### config.mk
export PLATFORM = sky130hd
export DESIGN_NAME = telemetry_frame_builder_crc8_top
export DESIGN_NICKNAME = d
export VERILOG_FILES = /design/src/rtl/tfb_pkg.sv /design/src/rtl/tfb_front.sv /design/src/rtl/tfb_back.sv /design/src/rtl/telemetry_frame_builder_crc8_top.sv
export SDC_FILE = /design/constraint.sdc
export NUM_CORES = 1
export LEC_CHECK = 0
export BUFFER_PORTS_ARGS = -buffer_cell sky130_fd_sc_hd__buf_2
export CAP_MARGIN = 20
export CORE_UTILIZATION = 40
export DETAILED_ROUTE_END_ITERATION = 12
export GPL_TIMING_DRIVEN = 0
export PLACE_DENSITY = 0.67
export SYNTH_ARGS = -nofsm -noshare
export SYNTH_HDL_FRONTEND = slang
export SYNTH_SLANG_ARGS = --single-unit
### constraint.sdc
create_clock -name clk -period 8.4 [get_ports clk]
set_input_delay 1.68 -clock clk [delete_from_list [all_inputs] [get_ports clk]]
set_output_delay 1.68 -clock clk [all_outputs]
set_load 0.005 [all_outputs]
### src/rtl/tfb_pkg.sv
// ----------------------------------------------------------------------------
// tfb_pkg: shared types, constants and the CRC function of the telemetry frame builder
// Holds the record type, the frame byte positions and the CRC-8/Maxim update.
// ----------------------------------------------------------------------------
package tfb_pkg;

  // Depth of the record queue between the front and the back.
  localparam int QUEUE_DEPTH_DEF = 2;

  // Frame layout.
  localparam int FRAME_LEN = 13;
  localparam int IDX_W     = $clog2(FRAME_LEN);

  localparam logic [7:0] HEAD_BYTE     = 8'h53;
  localparam logic [7:0] TAIL_BYTE     = 8'h45;
  localparam logic [7:0] CRC_POLY_REFL = 8'h8C;

  // Byte positions within one frame.
  localparam logic [IDX_W-1:0] IDX_HEAD      = IDX_W'(0);
  localparam logic [IDX_W-1:0] IDX_FOUND     = IDX_W'(1);
  localparam logic [IDX_W-1:0] IDX_FIRE      = IDX_W'(2);
  localparam logic [IDX_W-1:0] IDX_YAW_SIGN  = IDX_W'(3);
  localparam logic [IDX_W-1:0] IDX_YAW_LO    = IDX_W'(4);
  localparam logic [IDX_W-1:0] IDX_YAW_HI    = IDX_W'(5);
  localparam logic [IDX_W-1:0] IDX_PITCH_SGN = IDX_W'(6);
  localparam logic [IDX_W-1:0] IDX_PITCH_LO  = IDX_W'(7);
  localparam logic [IDX_W-1:0] IDX_PITCH_HI  = IDX_W'(8);
  localparam logic [IDX_W-1:0] IDX_DEPTH_LO  = IDX_W'(9);
  localparam logic [IDX_W-1:0] IDX_DEPTH_HI  = IDX_W'(10);
  localparam logic [IDX_W-1:0] IDX_CRC       = IDX_W'(11);
  localparam logic [IDX_W-1:0] IDX_TAIL      = IDX_W'(12);

  // One aiming record as it travels from the front to the back.
  typedef struct packed {
    logic [7:0]         target_found;
    logic [7:0]         fire_command;
    logic [7:0]         yaw_sign;
    logic signed [15:0] yaw_value;
    logic [7:0]         pitch_sign;
    logic signed [15:0] pitch_value;
    logic signed [15:0] depth_value;
  } record_t;

  // One byte of CRC-8/Maxim, shift-right form, eight bit steps.
  function automatic logic [7:0] crc8_step(input logic [7:0] crc, input logic [7:0] data);
    logic [7:0] c;
    c = crc ^ data;
    for (int b = 0; b < 8; b++) begin
      if (c[0]) begin
        c = (c >> 1) ^ CRC_POLY_REFL;
      end else begin
        c = c >> 1;
      end
    end
    return c;
  endfunction

endpackage

### src/rtl/tfb_front.sv
// ----------------------------------------------------------------------------
// tfb_front: input side of the telemetry frame builder
// Accepts aiming records and holds them in a short queue for the back.
// ----------------------------------------------------------------------------
module tfb_front import tfb_pkg::*; #(
  parameter int QUEUE_DEPTH = QUEUE_DEPTH_DEF
) (
  input  logic    clk,
  input  logic    rst_n,
  input  logic    push,
  output logic    full,
  input  record_t push_rec,
  output logic    rec_valid,
  output record_t rec,
  input  logic    rec_take
);

  localparam int PTR_W = (QUEUE_DEPTH > 1) ? $clog2(QUEUE_DEPTH) : 1;
  localparam int CNT_W = $clog2(QUEUE_DEPTH + 1);
  localparam logic [PTR_W-1:0] PTR_LAST = PTR_W'(QUEUE_DEPTH - 1);
  localparam logic [CNT_W-1:0] CNT_FULL = CNT_W'(QUEUE_DEPTH);

  record_t          mem_r [QUEUE_DEPTH];
  logic [PTR_W-1:0] wr_ptr_r, wr_ptr_nxt;
  logic [PTR_W-1:0] rd_ptr_r, rd_ptr_nxt;
  logic [CNT_W-1:0] count_r, count_nxt;
  logic             do_push;
  logic             do_pop;

  assign full      = (count_r == CNT_FULL);
  assign rec_valid = (count_r != '0);
  assign rec       = mem_r[rd_ptr_r];
  assign do_push   = push && !full;
  assign do_pop    = rec_take && rec_valid;

  // Pointer and fill count update.
  always_comb begin
    wr_ptr_nxt = wr_ptr_r;
    rd_ptr_nxt = rd_ptr_r;
    count_nxt  = count_r;
    if (do_push) begin
      wr_ptr_nxt = (wr_ptr_r == PTR_LAST) ? '0 : wr_ptr_r + PTR_W'(1);
    end
    if (do_pop) begin
      rd_ptr_nxt = (rd_ptr_r == PTR_LAST) ? '0 : rd_ptr_r + PTR_W'(1);
    end
    if (do_push && !do_pop) begin
      count_nxt = count_r + CNT_W'(1);
    end else if (do_pop && !do_push) begin
      count_nxt = count_r - CNT_W'(1);
    end
  end

  always_ff @(posedge clk) begin
    if (!rst_n) begin
      wr_ptr_r <= '0;
      rd_ptr_r <= '0;
      count_r  <= '0;
    end else begin
      wr_ptr_r <= wr_ptr_nxt;
      rd_ptr_r <= rd_ptr_nxt;
      count_r  <= count_nxt;
    end
  end

  // Record storage needs no reset.
  always_ff @(posedge clk) begin
    if (do_push) begin
      mem_r[wr_ptr_r] <= push_rec;
    end
  end

  // The fill count never passes the queue depth.
  a_count_bound: assert property (@(posedge clk) disable iff (!rst_n)
    count_r <= CNT_FULL) else $error("record queue overfilled");

  // A push into a non-full queue with no pop raises the count by one.
  a_push_counts: assert property (@(posedge clk) disable iff (!rst_n)
    (do_push && !do_pop) |=> (count_r == $past(count_r) + CNT_W'(1)))
    else $error("push not counted");

  // A pop with no push lowers the count by one.
  a_pop_counts: assert property (@(posedge clk) disable iff (!rst_n)
    (do_pop && !do_push) |=> (count_r == $past(count_r) - CNT_W'(1)))
    else $error("pop not counted");

endmodule

### src/rtl/tfb_back.sv
// ----------------------------------------------------------------------------
// tfb_back: output side of the telemetry frame builder
// Serializes one record into the 13-byte frame, running the CRC as it goes.
// ----------------------------------------------------------------------------
module tfb_back import tfb_pkg::*; (
  input  logic       clk,
  input  logic       rst_n,
  input  logic       rec_valid,
  input  record_t    rec,
  output logic       rec_take,
  output logic       empty,
  input  logic       pop,
  output logic [7:0] frame_byte,
  output logic       frame_last
);

  logic [IDX_W-1:0] idx_r, idx_nxt;
  logic [7:0]       crc_r, crc_nxt;
  logic             ovalid_r, ovalid_nxt;
  logic [7:0]       obyte_r;
  logic             olast_r;
  logic [7:0]       cur_byte;
  logic             advance;

  // A new word may be produced when the output register is free or being drained.
  assign advance  = rec_valid && (!ovalid_r || pop);
  assign rec_take = advance && (idx_r == IDX_TAIL);

  assign empty      = !ovalid_r;
  assign frame_byte = obyte_r;
  assign frame_last = olast_r;

  // Byte selector for the current frame position.
  always_comb begin
    unique case (idx_r)
      IDX_HEAD:      cur_byte = HEAD_BYTE;
      IDX_FOUND:     cur_byte = rec.target_found;
      IDX_FIRE:      cur_byte = rec.fire_command;
      IDX_YAW_SIGN:  cur_byte = rec.yaw_sign;
      IDX_YAW_LO:    cur_byte = rec.yaw_value[7:0];
      IDX_YAW_HI:    cur_byte = rec.yaw_value[15:8];
      IDX_PITCH_SGN: cur_byte = rec.pitch_sign;
      IDX_PITCH_LO:  cur_byte = rec.pitch_value[7:0];
      IDX_PITCH_HI:  cur_byte = rec.pitch_value[15:8];
      IDX_DEPTH_LO:  cur_byte = rec.depth_value[7:0];
      IDX_DEPTH_HI:  cur_byte = rec.depth_value[15:8];
      IDX_CRC:       cur_byte = crc_r;
      IDX_TAIL:      cur_byte = TAIL_BYTE;
      default:       cur_byte = TAIL_BYTE;
    endcase
  end

  // Position counter, running CRC and output register valid.
  always_comb begin
    idx_nxt    = idx_r;
    crc_nxt    = crc_r;
    ovalid_nxt = ovalid_r;
    if (advance) begin
      ovalid_nxt = 1'b1;
      idx_nxt    = (idx_r == IDX_TAIL) ? IDX_HEAD : idx_r + IDX_W'(1);
      if (idx_r == IDX_HEAD) begin
        crc_nxt = crc8_step(8'h00, cur_byte);
      end else if (idx_r <= IDX_DEPTH_HI) begin
        crc_nxt = crc8_step(crc_r, cur_byte);
      end
    end else if (pop) begin
      ovalid_nxt = 1'b0;
    end
  end

  always_ff @(posedge clk) begin
    if (!rst_n) begin
      idx_r    <= IDX_HEAD;
      ovalid_r <= 1'b0;
    end else begin
      idx_r    <= idx_nxt;
      ovalid_r <= ovalid_nxt;
    end
  end

  // Payload registers need no reset.
  always_ff @(posedge clk) begin
    crc_r <= crc_nxt;
    if (advance) begin
      obyte_r <= cur_byte;
      olast_r <= (idx_r == IDX_TAIL);
    end
  end

  // The last word of a frame is always the tail byte.
  a_last_is_tail: assert property (@(posedge clk) disable iff (!rst_n)
    (ovalid_r && olast_r) |-> (obyte_r == TAIL_BYTE)) else $error("bad frame tail");

  // The position counter stays inside the frame.
  a_idx_bound: assert property (@(posedge clk) disable iff (!rst_n)
    idx_r <= IDX_TAIL) else $error("frame position out of range");

  // Emitting the tail returns the counter to the head of the next frame.
  a_wrap: assert property (@(posedge clk) disable iff (!rst_n)
    rec_take |=> (idx_r == IDX_HEAD && ovalid_r && olast_r))
    else $error("frame did not wrap");

endmodule

### src/rtl/telemetry_frame_builder_crc8_top.sv
// ----------------------------------------------------------------------------
// telemetry_frame_builder_crc8_top: aiming record to CRC-8 framed byte stream
// Top level joining the record queue and the frame serializer.
// ----------------------------------------------------------------------------
// Usage:
//   Input channel: drive the record fields and raise in_push; a word is taken
//   at a clock edge where in_push is high and in_full is low. The front holds
//   up to QUEUE_DEPTH records, so pushes are taken while a frame is sent.
//   Result channel: while out_empty is low, out_frame_byte holds the oldest
//   frame byte; out_frame_last marks the trailing 0x45. Raise out_pop to take
//   a word.
//   Each record yields 13 words: 0x53, found, fire, yaw sign, yaw lo/hi,
//   pitch sign, pitch lo/hi, depth lo/hi, CRC-8/Maxim over the first 11
//   bytes, 0x45.
//   A pushed record is first written into the queue; its first byte then goes
//   into the output register. The single output register of the serializer
//   sends one byte per cycle while out_pop is high and a record is queued.
//   Reset (rst_n low, synchronous) empties the queue and the output register.
//   When the receiver stalls, the current byte holds and the queue fills,
//   after which in_full rises.
// ----------------------------------------------------------------------------
module telemetry_frame_builder_crc8_top import tfb_pkg::*; #(
  parameter int QUEUE_DEPTH = QUEUE_DEPTH_DEF
) (
  input  logic        clk,
  input  logic        rst_n,
  input  logic        in_push,
  output logic        in_full,
  input  logic [7:0]  in_target_found,
  input  logic [7:0]  in_fire_command,
  input  logic [7:0]  in_yaw_sign,
  input  logic signed [15:0] in_yaw_value,
  input  logic [7:0]  in_pitch_sign,
  input  logic signed [15:0] in_pitch_value,
  input  logic signed [15:0] in_depth_value,
  output logic        out_empty,
  input  logic        out_pop,
  output logic [7:0]  out_frame_byte,
  output logic        out_frame_last
);

  record_t push_rec;
  record_t rec;
  logic    rec_valid;
  logic    rec_take;

  // Pack the input word into a record.
  always_comb begin
    push_rec.target_found = in_target_found;
    push_rec.fire_command = in_fire_command;
    push_rec.yaw_sign     = in_yaw_sign;
    push_rec.yaw_value    = in_yaw_value;
    push_rec.pitch_sign   = in_pitch_sign;
    push_rec.pitch_value  = in_pitch_value;
    push_rec.depth_value  = in_depth_value;
  end

  tfb_front #(
    .QUEUE_DEPTH (QUEUE_DEPTH)
  ) u_front (
    .clk       (clk),
    .rst_n     (rst_n),
    .push      (in_push),
    .full      (in_full),
    .push_rec  (push_rec),
    .rec_valid (rec_valid),
    .rec       (rec),
    .rec_take  (rec_take)
  );

  tfb_back u_back (
    .clk        (clk),
    .rst_n      (rst_n),
    .rec_valid  (rec_valid),
    .rec        (rec),
    .rec_take   (rec_take),
    .empty      (out_empty),
    .pop        (out_pop),
    .frame_byte (out_frame_byte),
    .frame_last (out_frame_last)
  );

endmodule
Word-level counts from Yosys, hierarchy flattened
Memory sizes are Yosys's and may differ from the RTL's. A register that Yosys moved wholly into a read port is not among the register bits. Index checks and enable logic that the tools add are counted.

Shift-type cells: 0. Reductions and logical operators: 17. Mux-type cells: 65. $lt $le $gt $ge: 1. $add $sub $neg: 5. Div/mod/pow operators: 0. $mul: 0. Equality and inequality tests: 13. Bitwise gates (word level): 17.

Operators by type and width (number): $mux W8 (53); $pmux W8 S12 (1); $not A2 Y3 (16); $eq A4 B4 Y1 const B (5); $eq A4 B3 Y1 const B (4); $eq A4 B2 Y1 const B (2); $mux W1 (8); $reduce_bool A2 Y1 (4); $xor A8 B8 Y8 (1); $logic_and A1 B1 Y1 (6); $add A4 B1 Y4 const B (1); $eq A4 B1 Y1 const B (1); $le A4 B4 Y1 const B (1); $logic_not A1 Y1 (4); $logic_not A4 Y1 (1); $mux W2 (2); $mux W4 (1); $add A1 B1 Y1 const B (2); $add A2 B1 Y2 const B (1); $eq A2 B2 Y1 const B (1); $reduce_and A2 Y1 (1); $sub A2 B1 Y2 const B (1); $logic_or A1 B1 Y1 (1).

Bits in writable memories: 160. Register bits after elaboration: 26. Memories: 1. Bits in latches: 0. Bits in read-only memories: 0. Logic and storage cells: 127. Output and inout port bits: 11.

Memories: u_front.mem_r (depth 2, width 80, read ports 1, clocked after Yosys merged registers in 1, write ports 1, RTL line tfb_front.sv:23) `record_t mem_r [QUEUE_DEPTH];`.

Logic depth before layout (Yosys ltp)
Depth after elaboration: 42. Depth in mapped cells: 13.

Hierarchy
From an unflattened synthesis, not the netlist that was laid out.

Cell total of the unflattened synthesis: 479. Area, all modules: 7933.9 µm².

Modules (own cells, without submodules): tfb_front (instances 1, area an instance 6037.0 µm², sequential area each 4904.7 µm², cells each 274); tfb_back (instances 1, area an instance 1896.8 µm², sequential area each 610.6 µm², cells each 205).

Least setup slack after synthesis
No wires, ideal clock.

Kind: input-to-reg. Start point: input in_push. End point: memory u_front.mem_r[0][0] (netlist bit) (enable). Library setup time: 520 ps. Required time: 7880 ps. Arrival: 5113 ps. Slack: 2767 ps. Stages: 2. Buffers on the path: 0. Cell sequence: nand2_1 nor2_1.

Longest elaborated chain between the ends: 3.

RTL lines: start: declaration (RTL line telemetry_frame_builder_crc8_top.sv:27) `input logic in_push,`; $logic_and A1 B1 Y1 (RTL line tfb_front.sv:33) `assign do_push = push && !full;`; $mux W1 (RTL line tfb_front.sv:68) `if (do_push) begin`; $mux W1 (implied by the code) (RTL line tfb_front.sv:69) `mem_r[wr_ptr_r] <= push_rec;`; end: declaration (RTL line tfb_front.sv:23).

No other way between the ends.

Worst setup path after layout
Start point: register u_back.idx_r[0]. End point: register u_back.crc_r[2] (data pin).

Elaborated cells between the ends (all ways): 81.

RTL lines: start: declaration (RTL line tfb_back.sv:17) `logic [IDX_W-1:0] idx_r, idx_nxt;`; start signal: assignment (RTL line tfb_back.sv:76) `idx_r <= idx_nxt;`; $eq A4 B4 Y1 (tied with other cells) (RTL line tfb_back.sv:35) `unique case (idx_r)`; $pmux W8 S12 (*) (RTL line tfb_back.sv:35); net u_back.cur_byte[0] (RTL line tfb_back.sv:22) `logic [7:0] cur_byte;`; $xor A8 B8 Y8 (RTL line tfb_pkg.sv:47) `c = crc ^ data;`; $mux W8 (RTL line tfb_pkg.sv:49) `if (c[0]) begin`; $mux W8 (RTL line tfb_back.sv:63) `end else if (idx_r <= IDX_DEPTH_HI) begin`; $mux W8 (RTL line tfb_back.sv:61) `if (idx_r == IDX_HEAD) begin`; $mux W8 (RTL line tfb_back.sv:58) `if (advance) begin`; [... 20 more ...]; $mux W8, on equally long branches (RTL line tfb_pkg.sv:49, tfb_back.sv:58); $mux W8, on equally long branches (RTL line tfb_back.sv:63, tfb_pkg.sv:49); $mux W8, on equally long branches (RTL line tfb_back.sv:61, tfb_back.sv:63); $mux W8, on equally long branches (RTL line tfb_back.sv:58, tfb_back.sv:61); $not A2 Y3 (no source line) / $mux W8 (equally long branches); $mux W8 (RTL line tfb_pkg.sv:49); $mux W8 (RTL line tfb_back.sv:63); $mux W8 (*) (RTL line tfb_back.sv:61); end signal: assignment (RTL line tfb_back.sv:83) `crc_r <= crc_nxt;`; end: declaration (RTL line tfb_back.sv:18) `logic [7:0] crc_r, crc_nxt;`.

The timed path passes the listed nets; every way through them passes the cells marked *. The select of a mux whose other input is x is not followed. A chain may end at the register's enable or synchronous reset.

==> impl_metrics.csv <==
group,metric,value,unit
status,status,"finished clean",
final_layout,register_area,5520,µm²
final_layout,fin_nets,689,
synthesis,synth.yosys.warnings,0,
critical_path,path_buf_inv,2,
final_layout,area_delta_synth_final,18.7,%
synthesis,synth_top_flop_cell,"edfxtp_1",
critical_path,path_class,"flip-flop to flip-flop",
critical_path,cp-end-kind,"flip-flop",
pwr,clkPwrFrac,0.322,
hold_path,whs_path_depth,2,
synthesis,syn-cell-area,7850,µm²
critical_path,start_kind,"flip-flop",
floorplanning,start_util,0.414,
final_layout,final_common_cell,"edfxtp_1",
timing,fmax,291,MHz
cts,numCtsBuffers,17,
flow_run,cap_violations,0,
synthesis,yosysUniqueCellTypes,61,
final_layout,post-route-util,0.491,
cts,clk_pin_slew_worst_paths,70,ps
synthesis,ys_seq_elements,187,
hold_path,holdPathEnd,"u_front.count_r[1]",
pwr,internal_power,1850,µW
floorplanning,pin_count,95,
critical_path,reg2reg_slack,4960,ps
synthesis,syn_nets,573,
cts,cts.sinks,187,
grt,grt_usage,0.178,
hold_path,hp-start,"u_front.count_r[1]",
detailed_routing,wirelength,17.0,mm
cts,tritoncts,"built",
cts,h-tree-depth,4,
critical_path,r2r_cells,11,
final_layout,multi_input_area,2130,µm²
pwr,leakage,0.00317,µW
placement,hpwl,11.6,mm
critical_path,crit_required,8590,ps
timing,worst_pin_slew,989,ps
final_layout,antenna_cells,0,
pwr,switchingPower,676,µW
detailed_routing,drtIter0Drc,358,
cts,clock_latency,440,ps
timing,post-route-min-period,3440,ps
grt,grt_max_degree,46,
timing,hold_ws,539,ps
synthesis,syn_area_per_cell,16.2,µm²
pwr,swShare,0.268,
placement,port_buffers,94,
cts,clockBufferDepth,2,
detailed_routing,vias,4555,
cts,ctsResizeCount,0,
floorplanning,dieWidth,142,µm
pwr,total_power,2520,µW
detailed_routing,post_drt_via_cell_ratio,5.22,
final_layout,fillers,1624,
critical_path,cp_top_family,"XOR/XNOR gates",
hold_path,hp-class,"flip-flop to flip-flop",
critical_path,timing.rr.start,"u_back.idx_r[0]",
timing,fin_worst_skew,12.1,ps
timing,final.setup.tns,0,ps
detailed_routing,drc,0,
synthesis,synth-seq-area-share,0.703,
final_layout,layout_common_cells,"edfxtp_1, buf_2, mux2i_1, o22ai_1, nor2_1",
timing,rsz0062_at_grt,"no",
grt,grt_pass1_wl,26.0,mm
critical_path,cp_max_fo,9,
grt,gr-total-overflow,0,
timing,finalSetupViolations,0,
critical_path,cpMaxStageDelayCell,"o41ai_1",
synthesis,synthArstFlopShare,0,
floorplanning,rows,50,
timing,relSlewSlack,0.341,
cts,cts-root-buf,"clkbuf_16",
pwr,powerDensity,271,nW/µm²
grt,grt_pass1_vias,4573,
critical_path,worstPathArrival,3630,ps
timing,hold_viol,0,
grt,antenna_found_initial,0,
synthesis,synth_edf_count,177,
critical_path,crit_chain,"inv_1, ha_1, buf_2, o41ai_1, nor2_1, nand3_2, xor2_1, xor3_2, xnor2_2, xnor2_1, a21o_1",
final_layout,drive_gt1_frac,0.276,
placement,place_congestion,0.834,
detailed_routing,drtAntennaViolNets,0,
timing,finalCritPeriodShare,0.409,
critical_path,cpPeakStageDelay,730,ps
synthesis,syn_inst,484,
pwr,pwr-share-seq,0.476,
floorplanning,die_h,142,µm
critical_path,regToRegEndpoint,"u_back.crc_r[2]",
pwr,pwr-share-comb,0.202,
cts,postCtsSetupRepairBufs,0,
detailed_routing,post_drt_wl_per_cell,19.5,µm
pwr,ir_drop,0.189,mV
detailed_routing,drt_pass1_iterations,5,
cts,cts_hold_buffers,0,
floorplanning,core-area,19000,µm²
floorplanning,die_area,20200,µm²
timing,slew_violations,0,
-- Yosys cell counts (2+ instances only) --
master,n,area [µm²]
a211oi_1,8,60.1
a21boi_0,2,15.0
a21oi_1,5,25.0
a221oi_1,2,17.5
a22oi_1,3,22.5
a31oi_1,3,18.8
a32oi_1,2,17.5
and2_1,7,43.8
and3_1,2,12.5
and3b_1,4,35.0
buf_2,9,45.0
buf_4,4,30.0
buf_6,5,56.3
clkbuf_1,2,7.51
dfxtp_1,10,200
edfxtp_1,177,5320
ha_1,5,62.6
inv_1,10,37.5
mux2_2,3,33.8
mux2i_1,67,671
nand2_1,11,41.3
nand2b_1,2,12.5
nand3_1,4,20.0
nand3_2,2,20.0
nand3b_1,4,30.0
nand3b_2,4,45.0
nor2_1,24,90.1
nor3_1,3,15.0
nor4_2,2,25.0
o21ai_0,8,40.0
o21ai_1,3,15.0
o22ai_1,28,175
o2bb2ai_1,3,26.3
or3b_1,4,35.0
xnor2_1,12,105
xnor2_2,2,32.5
xor2_1,13,114
xor2_2,2,32.5
-- power groups by stage --
stage	Clock, µW	Combinational [µW]	Sequential (µW)
after floorplan	0	375	1210
after global placement	0	482	1230
after detailed placement	0	504	1220
after CTS	826	513	1200
after global routing	862	557	1210
final	812	511	1200
-- how the worst max path moves through the flow --
stage                    startpoint                   to  slack [ps]  cells past startpoint
floorplan                   in_push  u_front.mem_r[0][0]        2770                      2
global placement            in_push  u_front.mem_r[0][3]        1040                      3
detailed placement          out_pop   u_front.count_r[1]        4610                      7
CTS                 u_back.idx_r[0]      u_back.crc_r[2]        5040                     11
global route        u_back.idx_r[0]      u_back.crc_r[2]        4860                     11
finish              u_back.idx_r[0]      u_back.crc_r[2]        4960                     11
-- flip-flops by register name, summed over array words and instances (netlist names), named ones only --
| register | flops |
|---|---|
| u_front.wr_ptr_r | 1 |
| u_back.frame_last | 1 |
| u_front.mem_r | 160 |
| u_back.frame_byte | 8 |
| u_back.idx_r | 4 |
| u_front.rd_ptr_r | 1 |
| u_back.ovalid_r | 1 |
| u_back.crc_r | 8 |
| u_front.count_r | 2 |
-- logic make-up after synthesis --
group,Yosys count,synth area share
AO/OA/AOI/OAI,77,0.0668
XOR/XNOR,31,0.0423
adder cells (fa/ha/maj),5,0.00797
buffers and inverters,33,0.0274
flip-flops,187,0.703
multiplexers,70,0.0898
AND/OR/NAND/NOR,81,0.0627
-- per-stage QoR --
stage	cells	instance area, µm²	setup WS, ps
finish	873	9310	4960
detailed placement	841	8710	4610
global route	873	9310	4860
floorplan	484	7850	2770
CTS	873	9310	5040
global placement	838	8640	1040
-- layout make-up --
cell class | instances | share of cell area
Buffer | 23 | 0.0191
Inverter | 10 | 0.00403
Tap cell | 260 | 0.0349
Clock buffer | 17 | 0.0457
Timing Repair Buffer | 97 | 0.0570
Multi-Input combinational cell | 264 | 0.228
Sequential cell | 187 | 0.592
Clock inverter | 15 | 0.0187
-- metal layers --
| layer | GRT usage | vias up | part of all wire |
|---|---|---|---|
| met4 | 0.0707 | 0 | 0.022 |
| met2 | 0.284 | 136 | 0.50 |
| li1 | - | 2121 | - |
| met1 | 0.233 | 2273 | 0.43 |
| met5 | 0 | - | 0 |
| met3 | 0.0441 | 25 | 0.055 |
-- worst register-to-register path, cell delays in order (launching register included) --
cell and delay [ps]:
dfxtp_1 450, inv_1 110, ha_1 200, buf_2 190
o41ai_1 730, nor2_1 210, nand3_2 190, xor2_1 270
xor3_2 360, xnor2_2 220, xnor2_1 100, a21o_1 180
No activity file was read; power rests on OpenSTA's default activity.
